`config.mk`:
```
export PLATFORM = sky130hd
export DESIGN_NAME = utf8_fold_and_text_reflow
export DESIGN_NICKNAME = d
export VERILOG_FILES = /design/src/design/utfr_pkg.sv /design/src/design/utfr_front.sv /design/src/design/utfr_fifo.sv /design/src/design/utfr_back.sv /design/src/design/utf8_fold_and_text_reflow.sv
export SDC_FILE = /design/constraint.sdc
export NUM_CORES = 1
export LEC_CHECK = 0
export ABC_CLOCK_PERIOD_IN_PS = 8200
export BUFFER_PORTS_ARGS = -buffer_cell sky130_fd_sc_hd__buf_4
export CAP_MARGIN = 10
export CORE_MARGIN = 2
export CORE_UTILIZATION = 40
export DETAILED_ROUTE_END_ITERATION = 8
export GPL_TIMING_DRIVEN = 0
export SETUP_SLACK_MARGIN = 0.2
export SYNTH_ARGS = -nofsm -noshare
export SYNTH_HDL_FRONTEND = slang
export SYNTH_SLANG_ARGS = --single-unit
```
`constraint.sdc`:
```
create_clock -name clk -period 8.2 [get_ports clk]
set_clock_uncertainty 0.2 [all_clocks]
set_input_delay 0.41 -clock clk [delete_from_list [all_inputs] [get_ports clk]]
set_output_delay 0.41 -clock clk [all_outputs]
set_load 0.005 [all_outputs]
```
`src/design/utfr_pkg.sv`:
```
package utfr_pkg;

    localparam logic [1:0] OP_START = 2'd0;
    localparam logic [1:0] OP_DATA  = 2'd1;
    localparam logic [1:0] OP_END   = 2'd2;

    localparam logic [1:0] LEAD_C2 = 2'd0;
    localparam logic [1:0] LEAD_EF = 2'd1;
    localparam logic [1:0] LEAD_E2 = 2'd2;

    localparam logic [7:0] B_C2 = 8'hC2;
    localparam logic [7:0] B_A0 = 8'hA0;
    localparam logic [7:0] B_EF = 8'hEF;
    localparam logic [7:0] B_BB = 8'hBB;
    localparam logic [7:0] B_BF = 8'hBF;
    localparam logic [7:0] B_E2 = 8'hE2;
    localparam logic [7:0] B_80 = 8'h80;
    localparam logic [7:0] B_88 = 8'h88;
    localparam logic [7:0] B_92 = 8'h92;
    localparam logic [7:0] B_93 = 8'h93;
    localparam logic [7:0] B_94 = 8'h94;
    localparam logic [7:0] B_98 = 8'h98;
    localparam logic [7:0] B_99 = 8'h99;
    localparam logic [7:0] B_9B = 8'h9B;
    localparam logic [7:0] B_9C = 8'h9C;
    localparam logic [7:0] B_9D = 8'h9D;
    localparam logic [7:0] B_A6 = 8'hA6;

    localparam logic [6:0] CH_NUL   = 7'h00;
    localparam logic [6:0] CH_TAB   = 7'h09;
    localparam logic [6:0] CH_NL    = 7'h0A;
    localparam logic [6:0] CH_CR    = 7'h0D;
    localparam logic [6:0] CH_SPACE = 7'h20;
    localparam logic [6:0] CH_DQUOTE = 7'h22;
    localparam logic [6:0] CH_QUOTE = 7'h27;
    localparam logic [6:0] CH_DASH  = 7'h2D;
    localparam logic [6:0] CH_DOT   = 7'h2E;
    localparam logic [6:0] CH_QMARK = 7'h3F;

    localparam int QDEPTH    = 4;
    localparam int QPTR_BITS = 2;
    localparam int QCNT_BITS = 3;

    typedef enum logic [1:0] {
        QK_START,
        QK_CHAR,
        QK_END
    } qkind_t;

    typedef struct packed {
        logic [1:0] opcode;
        logic [7:0] data_byte;
    } in_item_t;

    typedef struct packed {
        logic [6:0]  text_char;
        logic [31:0] out_pos;
        logic        end_of_text;
        logic        last;
    } out_item_t;

    typedef struct packed {
        qkind_t      kind;
        logic [6:0]  ch;
        logic [31:0] pos;
        logic        has_q;
        logic [31:0] qpos;
    } q_entry_t;

    typedef struct packed {
        logic full;
        logic empty;
    } q_status_t;

endpackage

```
`src/design/utfr_front.sv`:
```
module utfr_front
    import utfr_pkg::*;
#(
    parameter int POS_BITS = 32
)
(
    input  logic        clk,
    input  logic        rst_n,
    input  logic        item_valid,
    input  in_item_t    item,
    input  logic [31:0] start_offset,
    input  q_status_t   q_status,
    output logic        item_stall,
    output logic        push,
    output q_entry_t    push_entry
);

    logic [POS_BITS-1:0] byte_pos_reg, byte_pos_next;
    logic [POS_BITS-1:0] lead_pos_reg, lead_pos_next;
    logic [1:0]          trail_reg, trail_next;
    logic [1:0]          kind_reg, kind_next;
    logic [7:0]          first_reg, first_next;
    logic                accept;
    logic [7:0]          b;

    function automatic logic [6:0] fold_e2(input logic [7:0] b1, input logic [7:0] b2);
        logic [6:0] c;
        c = CH_QMARK;
        if (b1 == B_80) begin
            if (b2 inside {B_93, B_94})
                c = CH_DASH;
            else if (b2 inside {B_98, B_99, B_9B})
                c = CH_QUOTE;
            else if (b2 inside {B_9C, B_9D})
                c = CH_DQUOTE;
            else if (b2 == B_A6)
                c = CH_DOT;
        end
        else if (b1 == B_88 && b2 == B_92) begin
            c = CH_DASH;
        end
        return c;
    endfunction

    assign item_stall = q_status.full;
    assign accept     = item_valid && !q_status.full;
    assign b          = item.data_byte;

    always_comb
    begin
        byte_pos_next = byte_pos_reg;
        lead_pos_next = lead_pos_reg;
        trail_next    = trail_reg;
        kind_next     = kind_reg;
        first_next    = first_reg;
        push          = 1'b0;
        push_entry    = '0;
        push_entry.kind = QK_CHAR;
        if (accept)
        begin
            case (item.opcode)
                OP_START:
                begin
                    byte_pos_next   = POS_BITS'(start_offset);
                    lead_pos_next   = '0;
                    trail_next      = 2'd0;
                    kind_next       = LEAD_C2;
                    first_next      = 8'd0;
                    push            = 1'b1;
                    push_entry.kind = QK_START;
                end
                OP_END:
                begin
                    push             = 1'b1;
                    push_entry.kind  = QK_END;
                    push_entry.has_q = (trail_reg != 2'd0);
                    push_entry.qpos  = 32'(lead_pos_reg);
                    push_entry.pos   = 32'(byte_pos_reg);
                    lead_pos_next    = '0;
                    trail_next       = 2'd0;
                    kind_next        = LEAD_C2;
                    first_next       = 8'd0;
                end
                OP_DATA:
                begin
                    byte_pos_next = byte_pos_reg + POS_BITS'(1);
                    if (trail_reg == 2'd0)
                    begin
                        push_entry.pos = 32'(byte_pos_reg);
                        if (!b[7])
                        begin
                            // drop CR here, it never reaches the reflow
                            push          = (b[6:0] != CH_CR);
                            push_entry.ch = b[6:0];
                        end
                        else if (b == B_C2)
                        begin
                            kind_next     = LEAD_C2;
                            trail_next    = 2'd1;
                            lead_pos_next = byte_pos_reg;
                        end
                        else if (b == B_EF || b == B_E2)
                        begin
                            kind_next     = (b == B_EF) ? LEAD_EF : LEAD_E2;
                            trail_next    = 2'd2;
                            lead_pos_next = byte_pos_reg;
                        end
                        else
                        begin
                            push          = 1'b1;
                            push_entry.ch = CH_QMARK;
                        end
                    end
                    else if (kind_reg == LEAD_C2)
                    begin
                        trail_next     = 2'd0;
                        push           = 1'b1;
                        push_entry.pos = 32'(lead_pos_reg);
                        push_entry.ch  = (b == B_A0) ? CH_SPACE : CH_QMARK;
                    end
                    else if (trail_reg[1])
                    begin
                        first_next = b;
                        trail_next = 2'd1;
                    end
                    else
                    begin
                        trail_next     = 2'd0;
                        push_entry.pos = 32'(lead_pos_reg);
                        if (kind_reg == LEAD_EF)
                        begin
                            // drop a byte-order mark only when its lead byte is at position zero
                            push = !(lead_pos_reg == '0 && first_reg == B_BB && b == B_BF);
                            push_entry.ch = CH_QMARK;
                        end
                        else if (kind_reg == LEAD_E2)
                        begin
                            push          = 1'b1;
                            push_entry.ch = fold_e2(first_reg, b);
                        end
                        else
                        begin
                            push          = 1'b1;
                            push_entry.ch = CH_QMARK;
                        end
                    end
                end
                default:
                begin
                end
            endcase
        end
    end

    always_ff @(posedge clk or negedge rst_n)
    begin
        if (!rst_n)
        begin
            byte_pos_reg <= '0;
            lead_pos_reg <= '0;
            trail_reg    <= 2'd0;
            kind_reg     <= LEAD_C2;
            first_reg    <= 8'd0;
        end
        else
        begin
            byte_pos_reg <= byte_pos_next;
            lead_pos_reg <= lead_pos_next;
            trail_reg    <= trail_next;
            kind_reg     <= kind_next;
            first_reg    <= first_next;
        end
    end

`ifndef SYNTHESIS
    a_trail_kind: assert property (@(posedge clk) disable iff (!rst_n)
        (trail_reg == 2'd2) |-> (kind_reg == LEAD_EF || kind_reg == LEAD_E2))
        else $error("two trail bytes owed to a two-byte lead");
`endif

endmodule

```
`src/design/utfr_fifo.sv`:
```
module utfr_fifo
    import utfr_pkg::*;
(
    input  logic      clk,
    input  logic      rst_n,
    input  logic      push,
    input  q_entry_t  push_entry,
    input  logic      pop,
    output q_entry_t  head,
    output q_status_t status
);

    q_entry_t              mem [QDEPTH];
    logic [QPTR_BITS-1:0]  wr_ptr_reg;
    logic [QPTR_BITS-1:0]  rd_ptr_reg;
    logic [QCNT_BITS-1:0]  count_reg;

    assign head         = mem[rd_ptr_reg];
    assign status.full  = (count_reg == QCNT_BITS'(QDEPTH));
    assign status.empty = (count_reg == '0);

    always_ff @(posedge clk)
    begin
        if (push)
            mem[wr_ptr_reg] <= push_entry;
    end

    always_ff @(posedge clk or negedge rst_n)
    begin
        if (!rst_n)
        begin
            wr_ptr_reg <= '0;
            rd_ptr_reg <= '0;
            count_reg  <= '0;
        end
        else
        begin
            if (push)
                wr_ptr_reg <= wr_ptr_reg + QPTR_BITS'(1);
            if (pop)
                rd_ptr_reg <= rd_ptr_reg + QPTR_BITS'(1);
            count_reg <= count_reg + QCNT_BITS'(push) - QCNT_BITS'(pop);
        end
    end

`ifndef SYNTHESIS
    a_no_overflow: assert property (@(posedge clk) disable iff (!rst_n)
        status.full |-> !push)
        else $error("queue written while full");
    a_no_underflow: assert property (@(posedge clk) disable iff (!rst_n)
        status.empty |-> !pop)
        else $error("queue read while empty");
`endif

endmodule

```
`src/design/utfr_back.sv`:
```
module utfr_back
    import utfr_pkg::*;
(
    input  logic      clk,
    input  logic      rst_n,
    input  q_entry_t  head,
    input  q_status_t q_status,
    output logic      pop,
    output logic      result_valid,
    input  logic      result_stall,
    output out_item_t result
);

    logic [1:0] nl_run_reg;
    logic       sp_reg;
    logic [1:0] idx_reg;
    logic       out_valid_reg;
    out_item_t  out_reg;

    out_item_t  res [4];
    logic [1:0] cnt;
    logic       is_nl;
    logic       is_ws;
    logic       vis_en;
    logic [6:0] vis_ch;
    logic [31:0] vis_pos;
    logic       load;
    logic       at_last;
    out_item_t  load_item;
    logic [1:0] nl_run_next;
    logic       sp_next;

    assign is_nl = (head.ch == CH_NL);
    assign is_ws = (head.ch == CH_SPACE || head.ch == CH_TAB);

    always_comb
    begin
        res[0] = '0;
        res[1] = '0;
        res[2] = '0;
        res[3] = '0;
        cnt    = 2'd0;
        vis_en  = (head.kind == QK_CHAR && !is_nl && !is_ws) ||
                  (head.kind == QK_END && head.has_q);
        vis_ch  = (head.kind == QK_END) ? CH_QMARK : head.ch;
        vis_pos = (head.kind == QK_END) ? head.qpos : head.pos;

        // break before a visible character: paragraph or single space
        if (vis_en && (nl_run_reg != 2'd0 || sp_reg))
        begin
            res[cnt].text_char = nl_run_reg[1] ? CH_NL : CH_SPACE;
            res[cnt].out_pos   = vis_pos;
            cnt = cnt + 2'd1;
        end
        // blank after a paragraph break: emit the break alone
        if (head.kind == QK_CHAR && is_ws && nl_run_reg[1])
        begin
            res[cnt].text_char = CH_NL;
            res[cnt].out_pos   = head.pos;
            cnt = cnt + 2'd1;
        end
        if (vis_en)
        begin
            res[cnt].text_char = vis_ch;
            res[cnt].out_pos   = vis_pos;
            cnt = cnt + 2'd1;
        end
        if (head.kind == QK_END)
        begin
            res[cnt].text_char   = CH_NUL;
            res[cnt].out_pos     = head.pos;
            res[cnt].end_of_text = 1'b1;
            cnt = cnt + 2'd1;
        end

        nl_run_next = 2'd0;
        sp_next     = 1'b0;
        if (head.kind == QK_CHAR)
        begin
            if (is_nl)
            begin
                nl_run_next = nl_run_reg[1] ? nl_run_reg : nl_run_reg + 2'd1;
                sp_next     = sp_reg;
            end
            else if (is_ws)
            begin
                sp_next = !nl_run_reg[1];
            end
        end
    end

    assign at_last = (idx_reg == cnt - 2'd1);
    assign load    = !q_status.empty && cnt != 2'd0 && (!out_valid_reg || !result_stall);
    assign pop     = !q_status.empty && (cnt == 2'd0 || (load && at_last));

    always_comb
    begin
        load_item      = res[idx_reg];
        load_item.last = at_last;
    end

    assign result_valid = out_valid_reg;
    assign result       = out_reg;

    always_ff @(posedge clk)
    begin
        if (load)
            out_reg <= load_item;
    end

    always_ff @(posedge clk or negedge rst_n)
    begin
        if (!rst_n)
        begin
            nl_run_reg    <= 2'd0;
            sp_reg        <= 1'b0;
            idx_reg       <= 2'd0;
            out_valid_reg <= 1'b0;
        end
        else
        begin
            if (load)
                out_valid_reg <= 1'b1;
            else if (!result_stall)
                out_valid_reg <= 1'b0;
            if (pop)
            begin
                idx_reg    <= 2'd0;
                nl_run_reg <= nl_run_next;
                sp_reg     <= sp_next;
            end
            else if (load)
            begin
                idx_reg <= idx_reg + 2'd1;
            end
        end
    end

`ifndef SYNTHESIS
    a_idx_needs_entry: assert property (@(posedge clk) disable iff (!rst_n)
        (idx_reg != 2'd0) |-> !q_status.empty)
        else $error("result sequence in progress without a queue entry");
    a_end_is_last: assert property (@(posedge clk) disable iff (!rst_n)
        (out_valid_reg && out_reg.end_of_text) |-> (out_reg.last && out_reg.text_char == CH_NUL))
        else $error("end marker not the closing result");
    a_nl_sat: assert property (@(posedge clk) disable iff (!rst_n)
        nl_run_reg != 2'd3)
        else $error("newline run past saturation");
`endif

endmodule

```
`src/design/utf8_fold_and_text_reflow.sv`:
```
// An item's queue entry is written at its input transfer; its first result is then loaded
// into the output register once that entry is at the queue head and result_stall is low.
// Throughput: 1 input item per cycle while each item yields at most one result and
// result_stall is low; an item with more results holds the output sequencer until all are
// out, and a 4-entry queue between decoder and reflow sequencer absorbs the difference.
// Reset (rst_n, asynchronous, active low) clears position, decoder, reflow and queue state.
module utf8_fold_and_text_reflow
    import utfr_pkg::*;
#(
    parameter int POS_BITS = 32
)
(
    input  logic        clk,
    input  logic        rst_n,
    input  logic        cfg_write_en,
    input  logic [31:0] cfg_write_data,
    input  logic        item_valid,
    output logic        item_stall,
    input  in_item_t    item,
    output logic        result_valid,
    input  logic        result_stall,
    output out_item_t   result
);

    logic [31:0] start_offset_reg;
    logic        push;
    q_entry_t    push_entry;
    logic        pop;
    q_entry_t    head;
    q_status_t   q_status;

    always_ff @(posedge clk or negedge rst_n)
    begin
        if (!rst_n)
            start_offset_reg <= 32'd0;
        else if (cfg_write_en)
            start_offset_reg <= cfg_write_data;
    end

    utfr_front #(
        .POS_BITS (POS_BITS)
    ) u_front (
        .clk          (clk),
        .rst_n        (rst_n),
        .item_valid   (item_valid),
        .item         (item),
        .start_offset (start_offset_reg),
        .q_status     (q_status),
        .item_stall   (item_stall),
        .push         (push),
        .push_entry   (push_entry)
    );

    utfr_fifo u_fifo (
        .clk        (clk),
        .rst_n      (rst_n),
        .push       (push),
        .push_entry (push_entry),
        .pop        (pop),
        .head       (head),
        .status     (q_status)
    );

    utfr_back u_back (
        .clk          (clk),
        .rst_n        (rst_n),
        .head         (head),
        .q_status     (q_status),
        .pop          (pop),
        .result_valid (result_valid),
        .result_stall (result_stall),
        .result       (result)
    );

endmodule

```
Word-level counts from Yosys, hierarchy flattened

Memory sizes are Yosys's and may differ from the RTL's.
Cells that the tools add are included.

Equality and inequality tests: 40
Multiply operators: 0
Mux-type cells: 99
Reductions and logical operators: 53
Add/subtract/negate cells: 11
Shift operators: 0
Bitwise operators: 4
$lt $le $gt $ge: 7
Div/mod/pow operators: 0

Operators with widths:

| operator                                      | number |
|---|---|
| bitwise mux 164 bit                           | 7 |
| demux 41 bit (select 2 bit)                   | 7 |
| two-way mux 164 bit                           | 3 |
| two-way mux 41 bit                            | 5 |
| one-hot mux 32 bit (2 select lines)           | 3 |
| two-way mux 32 bit                            | 5 |
| two-way mux 39 bit                            | 4 |
| == test 8 bit, second input constant          | 17 |
| two-way mux 34 bit                            | 3 |
| binary-select mux 41 bit (select 2 bit)       | 1 |
| two-way mux 74 bit                            | 1 |
| two-way mux 7 bit                             | 10 |
| two-way mux 2 bit                             | 19 |
| two-way mux 33 bit                            | 1 |
| adder 32 x 1 -> 32 bit, second input constant | 1 |
| zero test 32 bit                              | 1 |
| two-way mux 8 bit                             | 3 |
| logical AND 1 bit                             | 17 |
| two-way mux 1 bit                             | 17 |
| one-hot mux 8 bit (2 select lines)            | 1 |
| nonzero test 2 bit                            | 8 |
| two-way mux 5 bit                             | 3 |
| == test 7 x 4 -> 1 bit, second input constant | 2 |
| adder 2 x 1 -> 2 bit, second input constant   | 6 |
| other kinds (31)                              | 69 |

Bits in registers: 162
Input bits: 47
Latch bits: 0
Memories kept: 1
Output and inout bits: 43
Bits in writable memories: 296
Logic and storage cells: 233
ROM bits: 0

Memory list:

| name       | depth | bits a word | read ports | clocked after Yosys merged registers in | write ports | line            | RTL |
|---|---|---|---|---|---|---|---|
| u_fifo.mem | 4     | 74          | 1          | 0                                       | 1           | utfr_fifo.sv:13 | `q_entry_t mem [QDEPTH];` |

Logic depth before layout (Yosys ltp)

Gate-level depths: netlist of run 1.
An unclocked memory read counts as a cell.

Word-level depth: 26
Mapped depth: 27
Gate-level depth less buffers: 23

By module

Synthesis of run 1 repeated with hierarchy kept, for this count alone.

Cells, all modules: 1707
Area, all modules: 22366.5 um^2

By module, submodules not included:

| module                    | area each (um^2) | cells an instance | times used |
|---|---|---|---|
| utfr_fifo                 | 11111.9          | 421               | 1 |
| utfr_front                | 5039.8           | 582               | 1 |
| utfr_back                 | 4869.7           | 636               | 1 |
| utf8_fold_and_text_reflow | 1345.0           | 68                | 1 |

Worst setup path after synthesis of run 1

Ideal clock, no wire load.

Kind: register to register
Start: register u_fifo.rd_ptr_reg[0]
End: register u_back.idx_reg[1]
Library setup time: 120 ps
Stages on the path, launching flop included: 23
Data arrival time: 6120 ps
Setup slack: 1760 ps
Buffers on the path: 5
Path through: dfrtp_1 > buf_6 > buf_6 > mux4_2 > or3_4 > a22o_4 > nor2_4 > clkbuf_1 > nor2_1 > inv_1 > ha_1 > clkbuf_1 > xnor2_1 > ha_1 > a21oi_1 > nor2_1 > a21oi_1 > ha_1 > clkbuf_1 > nor2_1 > nand2_1 > xnor2_1 > nor2_1

Cells in the longest elaborated chain, start to end: 21
Elaborated cells on any way between the ends: 34

Ends and longest elaborated chain:

| element                                                        | line                             | RTL |
|---|---|---|
| from (decl)                                                    | utfr_fifo.sv:15                  | `logic [QPTR_BITS-1:0] rd_ptr_reg;` |
| from (signal assigned)                                         | utfr_fifo.sv:41                  | `rd_ptr_reg <= rd_ptr_reg + QPTR_BITS'(1);` |
| memory (4 x 74 bit) (*)                                        | n/a                              |  |
| == test 7 x 4 -> 1 bit (tied with other cells)                 | utfr_back.sv:33                  | `assign is_nl = (head.ch == CH_NL);` |
| zero test 1 bit / logical OR 1 bit (equally long branches)     | utfr_back.sv:43, utfr_back.sv:34 |  |
| logical AND 1 bit / zero test 1 bit (equally long branches)    | utfr_back.sv:43                  | `vis_en = (head.kind == QK_CHAR && !is_nl && !is_ws) \|\|` |
| logical AND 1 bit                                              | utfr_back.sv:43                  |  |
| logical OR 1 bit                                               | utfr_back.sv:43                  |  |
| logical AND 1 bit                                              | utfr_back.sv:49                  | `if (vis_en && (nl_run_reg != 2'd0 \|\| sp_reg))` |
| two-way mux 1 bit                                              | utfr_back.sv:49                  |  |
| [5 not listed]                                                 | n/a                              |  |
| two-way mux 2 bit (*)                                          | utfr_back.sv:68                  | `if (head.kind == QK_END)` |
| nonzero test 2 bit (*)                                         | utfr_back.sv:93                  | `assign load = !q_status.empty && cnt != 2'd0 && (!out_valid_reg \|\| !result_stall);` |
| logical AND 1 bit (*) (2 in series)                            | utfr_back.sv:93                  |  |
| net u_back.load                                                | utfr_back.sv:27                  | `logic load;` |
| logical AND 1 bit                                              | utfr_back.sv:94                  | `assign pop = !q_status.empty && (cnt == 2'd0 \|\| (load && at_last));` |
| logical OR 1 bit                                               | utfr_back.sv:94                  |  |
| logical AND 1 bit                                              | utfr_back.sv:94                  |  |
| two-way mux 2 bit / nonzero test 2 bit (equally long branches) | n/a                              |  |
| to (signal assigned)                                           | utfr_back.sv:134                 | `idx_reg <= idx_reg + 2'd1;` |
| to (decl)                                                      | utfr_back.sv:16                  | `logic [1:0] idx_reg;` |

The timed path passes the listed nets; every way through them passes the cells marked *.
A chain may end at the register's enable or synchronous reset.

==> key figures, run 1 <==
Outcome
  • Status: finished clean

Clock tree
  • Post_cts resized: 0
  • Clock-pin slew on the worst setup and hold paths: 0.06 ns
  • CTS tree: yes
  • Root buffer selected by CTS: clkbuf_16
  • CTS Buf Count: 49
  • Sink Count: 458
  • CTS max path bufs: 3
  • Worst skew pair latency: a little over 0.6 ns
  • H-tree depth: 2

Finish
  • Most common cell after layout, fill and taps aside: edfxtp_1
  • Design Area, Final: 25000 sq um
  • Layout filler cell count: 4632
  • Ratio of cells with drive above 1 in the final layout: 0.157
  • Most flop-heavy register: u_fifo.mem
  • Synth-to-Final Area Change: 17.7%
  • Antenna fix cells: 0
  • Most frequent cells in the layout: edfxtp_1, nand2_1, dfrtp_1
  • Max reg flops: 296
  • Layout Nets: between 1500 and 2000

Synthesis
  • Register area share after synthesis: 0.619
  • Ys flop type: edfxtp_1
  • Post-synthesis net count: between 1500 and 2000
  • Netlist cell types: 81
  • Synthesis Warnings: 0
  • EDFF count, synth: 337
  • Post-synthesis instance area: 21300 sq um
  • Post-synth ARST share: 0.264
  • FF+latch count, synth: between 400 and 500
  • Synthesized area per cell: roughly 13 sq um
  • Synth Instances: 1656

Placed design
  • DP HPWL: 41100 um
  • Pre-CTS WS: 1.13 ns
  • Placed cell area: 23100 sq um
  • RePlAce Congestion: slightly above 0.9
  • PortBufs: 87

Job
  • Max-cap violations: 0

Timing
  • Final Critical Period: 7.14 ns
  • Crit share post-route: 0.870
  • Unrepaired setup endpoints after global routing: false
  • Rel. slew slack: 0.146
  • # setup viols final: 0
  • Post-route worst setup slack: 1.06 ns
  • Worst-Margin Slew: 1.27 ns
  • Final hold violations: 0
  • Fmax: 140 MHz
  • Slew Limit Fails: 0

Power and ir drop
  • Sw frac: 0.365
  • Logic pwr share: 0.385
  • Sequential power share: 0.369
  • Worst VDD drop: 0.318 mV
  • Pwr Total: 0.00910 W
  • Leakage power: just over 9 nW
  • P per Cell Area: 364 nW/um^2
  • Power share of the clock group: 0.245
  • Psw: 0.00332 W
  • Pint: 0.00578 W

Setup path
  • CP Class: flip-flop to flip-flop
  • CP max FO: 10
  • Endpoint class of the critical path: flip-flop
  • Max stage delay on crit path: 0.90 ns
  • Family with the most delay on the worst path: simple AND/OR/NAND/NOR gates
  • CP required: roughly 8.4 ns
  • Crit-path cells: buf_2 > mux4_2 > xor2_1 > a221oi_2 > nor2_4 > clkbuf_1 > nor2_1 > inv_1 > ha_1 > clkbuf_1 > xnor2_1 > ha_1 > inv_1 > nor3b_1 > nor2_1 > a21oi_1 > clkbuf_1 > nand2_1 > a211oi_1
  • CP Buf/Inv Count: 6
  • Crit path max-delay cell type: nor3b_1
  • Most used cell, CP: clkbuf_1
  • Worst endpoint data arrival time: 7.29 ns
  • Critical Path Source Type: flip-flop

Detailed routing
  • Routed len/inst: 22.2 um
  • Total Routed Length: 56800 um
  • DRC Markers: 0
  • Drt first-iter violations: roughly 1200
  • Number of vias per cell: between 5 and 6
  • ANT nets after route: 0
  • DR vias: 14600
  • Drt pass-1 iters: 5

Global route
  • First-pass GRT wire length: 87700 um
  • Number of global-route vias before repair: around 15000
  • GRT overflow: 0
  • GRT Total Usage: 0.211
  • Largest net degree at the start of global routing: 74
  • Initial antenna violation count: 1

Floorplanning
  • Initial Utilization: 0.404
  • Die area: 55000 sq um
  • Core area: 52600 sq um
  • Die Ht: ~230 um
  • DIE WIDTH: 234 um
  • Num rows: between 80 and 90
  • IO Count: 90

Min path
  • Hold crit path type: primary input to flip-flop
==> cell type report <==
cell class,instances,area (sq um),share of cell area
plain buffers,106,417,0.0167
clock buffers,55,1250,0.0499
clock inverters,32,350,0.0140
inverters,38,143,0.00570
multi-input cells,1054,7580,0.303
flip-flops and latches,458,13100,0.526
well taps,688,861,0.0344
repair buffers,134,1260,0.0504
==> kinds of logic after synthesis <==
kind of cell / count (synthesis) / share of synthesized area
muxes: 114 / 0.0983
xor gates and xnor gates: 12 / 0.00559
and+or+nand+nor: 493 / 0.108
DFF: 458 / 0.619
AOI/OAI and AO/OA: 413 / 0.130
adders and majority gates: 22 / 0.0133
buffers and inverters: 144 / 0.0263
==> worst reg2reg max path, cell delays in order, from the launching register on <==
cell and delay, ns:
dfrtp_1 0.44, buf_2 0.34, mux4_2 0.45, xor2_1 0.22
a221oi_2 0.63, nor2_4 0.11, clkbuf_1 0.28, nor2_1 0.32
inv_1 0.11, ha_1 0.28, clkbuf_1 0.23, xnor2_1 0.42
ha_1 0.30, inv_1 0.08, nor3b_1 0.90, nor2_1 0.34
a21oi_1 0.33, clkbuf_1 0.43, nand2_1 0.09, a211oi_1 0.39
==> power by group through the flow <==
stage / combinational (W) / sequential, W / clock, W
2_1_floorplan: 0.00232 / 0.00334 / 0
3_3_place_gp: 0.00335 / 0.00345 / 0
3_5_place_dp: 0.00348 / 0.00340 / 0
4_1_cts: 0.00350 / 0.00336 / 0.00227
5_1_grt: 0.00384 / 0.00341 / 0.00236
6_report: 0.00350 / 0.00336 / 0.00223
==> synthesized netlist by cell type (all sizes together) (16+ instances only) <==
library cell	instances	area (sq um)
a22oi	35	263
nand3	42	210
dfrtp	121	3030
nand2	220	826
o22ai	16	100
clkbuf	83	312
nor2	94	360
buf	23	105
and3	44	275
a221o	16	160
edfxtp	337	10100
inv	37	139
a21o	31	233
a21oi	87	435
mux4	73	1640
ha	21	263
mux2	28	315
o21ai	106	531
==> path summary, 6_finish.rpt <==
check | start | end | slack, ns | cells past startpoint
max | u_fifo.rd_ptr_reg[1] | u_back.result[4] | 1.06 | 19
min | item[5] | u_front.first_reg[5] | 0.05 | 3
max reg2reg | u_fifo.rd_ptr_reg[1] | u_back.result[4] | 1.06 | 19
min reg2reg | u_front.first_reg[6] | u_front.first_reg[6] | 0.29 | 2
max in group asynchronous | rst_n | u_front.byte_pos_reg[22] | 6.87 | 3
min in group asynchronous | rst_n | u_fifo.count_reg[1] | 0.13 | 2
==> stage by stage <==
stage | cells | TNS, ns | hold WS [ns] | utilization
floorplan | 1656 | 0 | -0.0856 | -
global placement | 2431 | -317.05 | 0.257 | 0.433
detailed placement | 2442 | 0 | 0.202 | 0.439
CTS | 2565 | 0 | 0.0365 | 0.476
global route | 2565 | 0 | 0.110 | 0.476
finish | 2565 | 0 | 0.0499 | 0.476
==> metal layers <==
layer / part of all wire / routed length, um / up-vias / global-route usage
li1: - / - / 6723 / -
met2: 0.49 / 27600 / 471 / 0.351
met3: 0.054 / 3080 / 89 / 0.0306
met5: 0 / 0 / - / 0
met1: 0.43 / 24600 / 7295 / 0.288
met4: 0.027 / 1560 / 0 / 0.0660
==> timing repair <==
action	4_1_cts	5_1_grt
hold buffers	36	0
buffers inserted	0	0
endpoints found under the setup margin	0	0
hold endpoints to repair	83	0
(Power assumes the default switching activity.)
==> inputs of run 2 (changes only) <==
--- a/config.mk
+++ b/config.mk
@@ -15,4 +15,5 @@
 export SETUP_SLACK_MARGIN = 0.2
 export SYNTH_ARGS = -nofsm -noshare
 export SYNTH_HDL_FRONTEND = slang
+export SYNTH_HIERARCHICAL = 1
 export SYNTH_SLANG_ARGS = --single-unit
==> run 2 against run 1 <==
  * Sequential power fell by 3%
  * Non-clock buffer count rose by 25
  * Critical path depth rose by 8
  * Critical endpoint is now u_fifo/count_reg[2]
  * Largest power group unchanged
  * Highest routed layer unchanged
==> key figures, run 2 <==
Finish
  • Most common cell after layout, fill and taps aside: edfxtp_1
  • Footprint of the multi-input gates: 8460 sq um
  • Most frequent cells in the layout: edfxtp_1, nand2_1, dfrtp_1
  • Antenna fix cells: 0
  • Most flop-heavy register: u_fifo/mem
  • Layout filler cell count: between 4000 and 5000
  • Layout Nets: 1958
  • Ratio of cells with drive above 1 in the final layout: 0.187
  • Max reg flops: 296
  • Synth-to-Final Area Change: 17.2%
  • Design Area, Final: 26200 sq um
  • Reg area: 13100 sq um

Synthesis
  • Xor and xnor area share after synthesis: 0.00548
  • Top post-synthesis cells by count: edfxtp_1, nand2_1, dfrtp_1
  • Post-synthesis net count: 1774
  • Synth area leader: edfxtp_1
  • Synthesis Warnings: 6
  • Netlist cell types: 89
  • Leading post-synthesis cells by cell area: edfxtp_1, dfrtp_1, mux4_2
  • Synth Instances: 1707
  • Synth Area in Simple Gates: 0.103
  • Synth top area share: 0.452
  • Adder-cell share of the synthesized area: 0.0115
  • Register area share after synthesis: 0.588
  • Post-synthesis compound-gate area fraction: 0.146
  • FF+latch count, synth: 458
  • Post-synthesis instance area: 22400 sq um
  • Count leader, synth: edfxtp_1
  • Post-synth ARST share: 0.264
  • Largest family of logic cells by synthesized area: compound AO/OA/AOI/OAI gates
  • Synthesized area per cell: roughly 13 sq um
  • Mux contribution to synthesized area: 0.111
  • Ys flop type: edfxtp_1
  • EDFF count, synth: 337

Clock tree
  • CTS tree: yes
  • Worst skew pair latency: 0.60 ns
  • H-tree depth: 2
  • Root buffer selected by CTS: clkbuf_16
  • Clock-pin slew on the worst setup and hold paths: 0.06 ns
  • Sink Count: 458
  • CTS max path bufs: 3
  • CTS Buf Count: 49

Timing
  • Final hold violations: 0
  • Post-route worst setup slack: 0.712 ns
  • Hold slack final: 0.0585 ns
  • Unrepaired setup endpoints after global routing: false
  • Worst-Margin Slew: 1.39 ns
  • Crit share post-route: 0.913
  • # setup viols final: 0
  • Fmax: ~130 MHz
  • Slew Limit Fails: 0
  • Rel. slew slack: 0.0680
  • Final Critical Period: 7.49 ns
  • Final setup TNS: 0 ns

Detailed routing
  • Number of vias per cell: 5.95
  • Drt pass-1 iters: 5
  • Routed len/inst: 23.8 um
  • Total Routed Length: 63900 um
  • DRC Markers: 0
  • Drt first-iter violations: 1614
  • DR vias: 15900
  • ANT nets after route: 0

Power and ir drop
  • Pwr Total: 0.00960 W
  • Worst VDD drop: roughly 0.23 mV
  • Leakage power: 9.48 nW
  • P per Cell Area: 366 nW/um^2

Placed design
  • PortBufs: 88
  • RePlAce Congestion: between 0.8 and 0.9
  • Placed cell area: 24200 sq um
  • DP HPWL: about 46000 um
  • Pre-CTS WS: 0.218 ns

Floorplanning
  • Die area: 57800 sq um
  • DIE WIDTH: 240 um
  • Initial Utilization: 0.405
  • Core area: 55200 sq um
  • Num rows: 86
  • Die Ht: 240 um
  • IO Count: 90

Setup path
  • Endpoint class of the critical path: flip-flop
  • CP Class: flip-flop to flip-flop
  • Worst reg2reg startpoint: u_fifo/rd_ptr_reg[0]
  • Critical Path Source Type: flip-flop
  • CP startpoint: u_fifo/rd_ptr_reg[0]
  • CP max FO: 10
  • CP required: 8.51 ns
  • Worst endpoint data arrival time: 7.80 ns

Global route
  • Initial antenna violation count: 0
  • Number of global-route vias before repair: 15600
  • GRT Total Usage: 0.222
  • GRT overflow: 0
  • Largest net degree at the start of global routing: 99
  • First-pass GRT wire length: 96500 um

Job
  • Max-cap violations: 0

Min path
  • Hold crit path type: primary input to flip-flop
  • Worst Hold Launch: cfg_write_en

Outcome
  • Status: finished clean
==> run 2: changes by cell type in the layout (fill, tap and decap cells not counted), sizes merged, moves of 22 or more <==
cell and delta:
nand2 -87, a22o +30, buf +27, a22oi +24, o21ai -23, nand4 +22
==> run 2: worst paths after layout <==
path                                            endpoint  slack, ns  depth (start not counted)
worst max-delay path                 u_fifo/count_reg[2]       0.71                         27
worst min-delay path                start_offset_reg[25]       0.06                          3
worst max register to register       u_fifo/count_reg[2]       0.71                         27
worst min register to register      u_front/first_reg[7]       0.29                          2
max in group asynchronous       u_front/byte_pos_reg[31]       6.86                          3
min in group asynchronous           u_back/nl_run_reg[1]       0.07                          2
==> run 2: layout make-up <==
| class | instances | share of cell area |
|---|---|---|
| multi-input cells | 1093 | 0.323 |
| well taps | 748 | 0.0357 |
| clock inverters | 27 | 0.0125 |
| clock buffers | 63 | 0.0507 |
| plain buffers | 132 | 0.0269 |
| flip-flops and latches | 458 | 0.502 |
| repair buffers | 133 | 0.0463 |
| inverters | 24 | 0.00344 |
==> run 2: metrics by stage <==
stage	utilization	std cells
floorplan	-	1707
global placement	0.434	2543
detailed placement	0.438	2550
CTS	0.475	2678
global route	0.475	2678
finish	0.475	2678
==> run 2: repair_timing <==
action | in CTS | in global routing
pin swaps | 0 | 0
gates resized for setup | 1 | 4
endpoints found under the hold margin | 156 | 0
buffers inserted | 0 | 0
hold buffers | 38 | 0
endpoints found under the setup margin | 1 | 1
==> run 2: critical path, stage by stage (launching register included) <==
cell and delay, ns:
dfrtp_1 0.34, buf_6 0.12, buf_12 0.17, buf_12 0.16, mux4_2 0.57, or3_4 0.43, a22o_1 0.23, buf_6 0.15
nor2_2 0.30, nor2_1 0.14, ha_1 0.31, clkbuf_1 0.33, buf_2 0.36, xnor2_1 0.29, ha_1 0.32, mux2_2 0.26
a21oi_1 0.17, ha_1 0.26, xor2_1 0.19, nand2_1 0.08, or3b_1 0.46, a21oi_4 0.37, ha_1 0.20, inv_1 0.04
ha_1 0.18, fa_1 0.42, xnor2_1 0.19, xnor2_1 0.13
==> run 2: power by group <==
part / switching, W / internal (W)
combinational: 0.00252 / 0.00156
clock: 0.000923 / 0.00134
sequential: 0.000213 / 0.00304
==> run 2: cells by family (layout without fill, tap and decap cells) <==
group,count (synthesis),after routing
AOI/OAI and AO/OA,476,476
DFF,458,458
adders and majority gates,20,20
buffers and inverters,156,379
xor gates and xnor gates,14,14
muxes,139,139
and+or+nand+nor,444,444
==> run 2: routing by layer <==
layer  vias up  global-route usage  share of wire
met5         -                   0              0
met2       612               0.356           0.47
met1      8082               0.304           0.44
met4         0              0.0981          0.043
li1       7105                   -              -
met3       140              0.0254          0.051
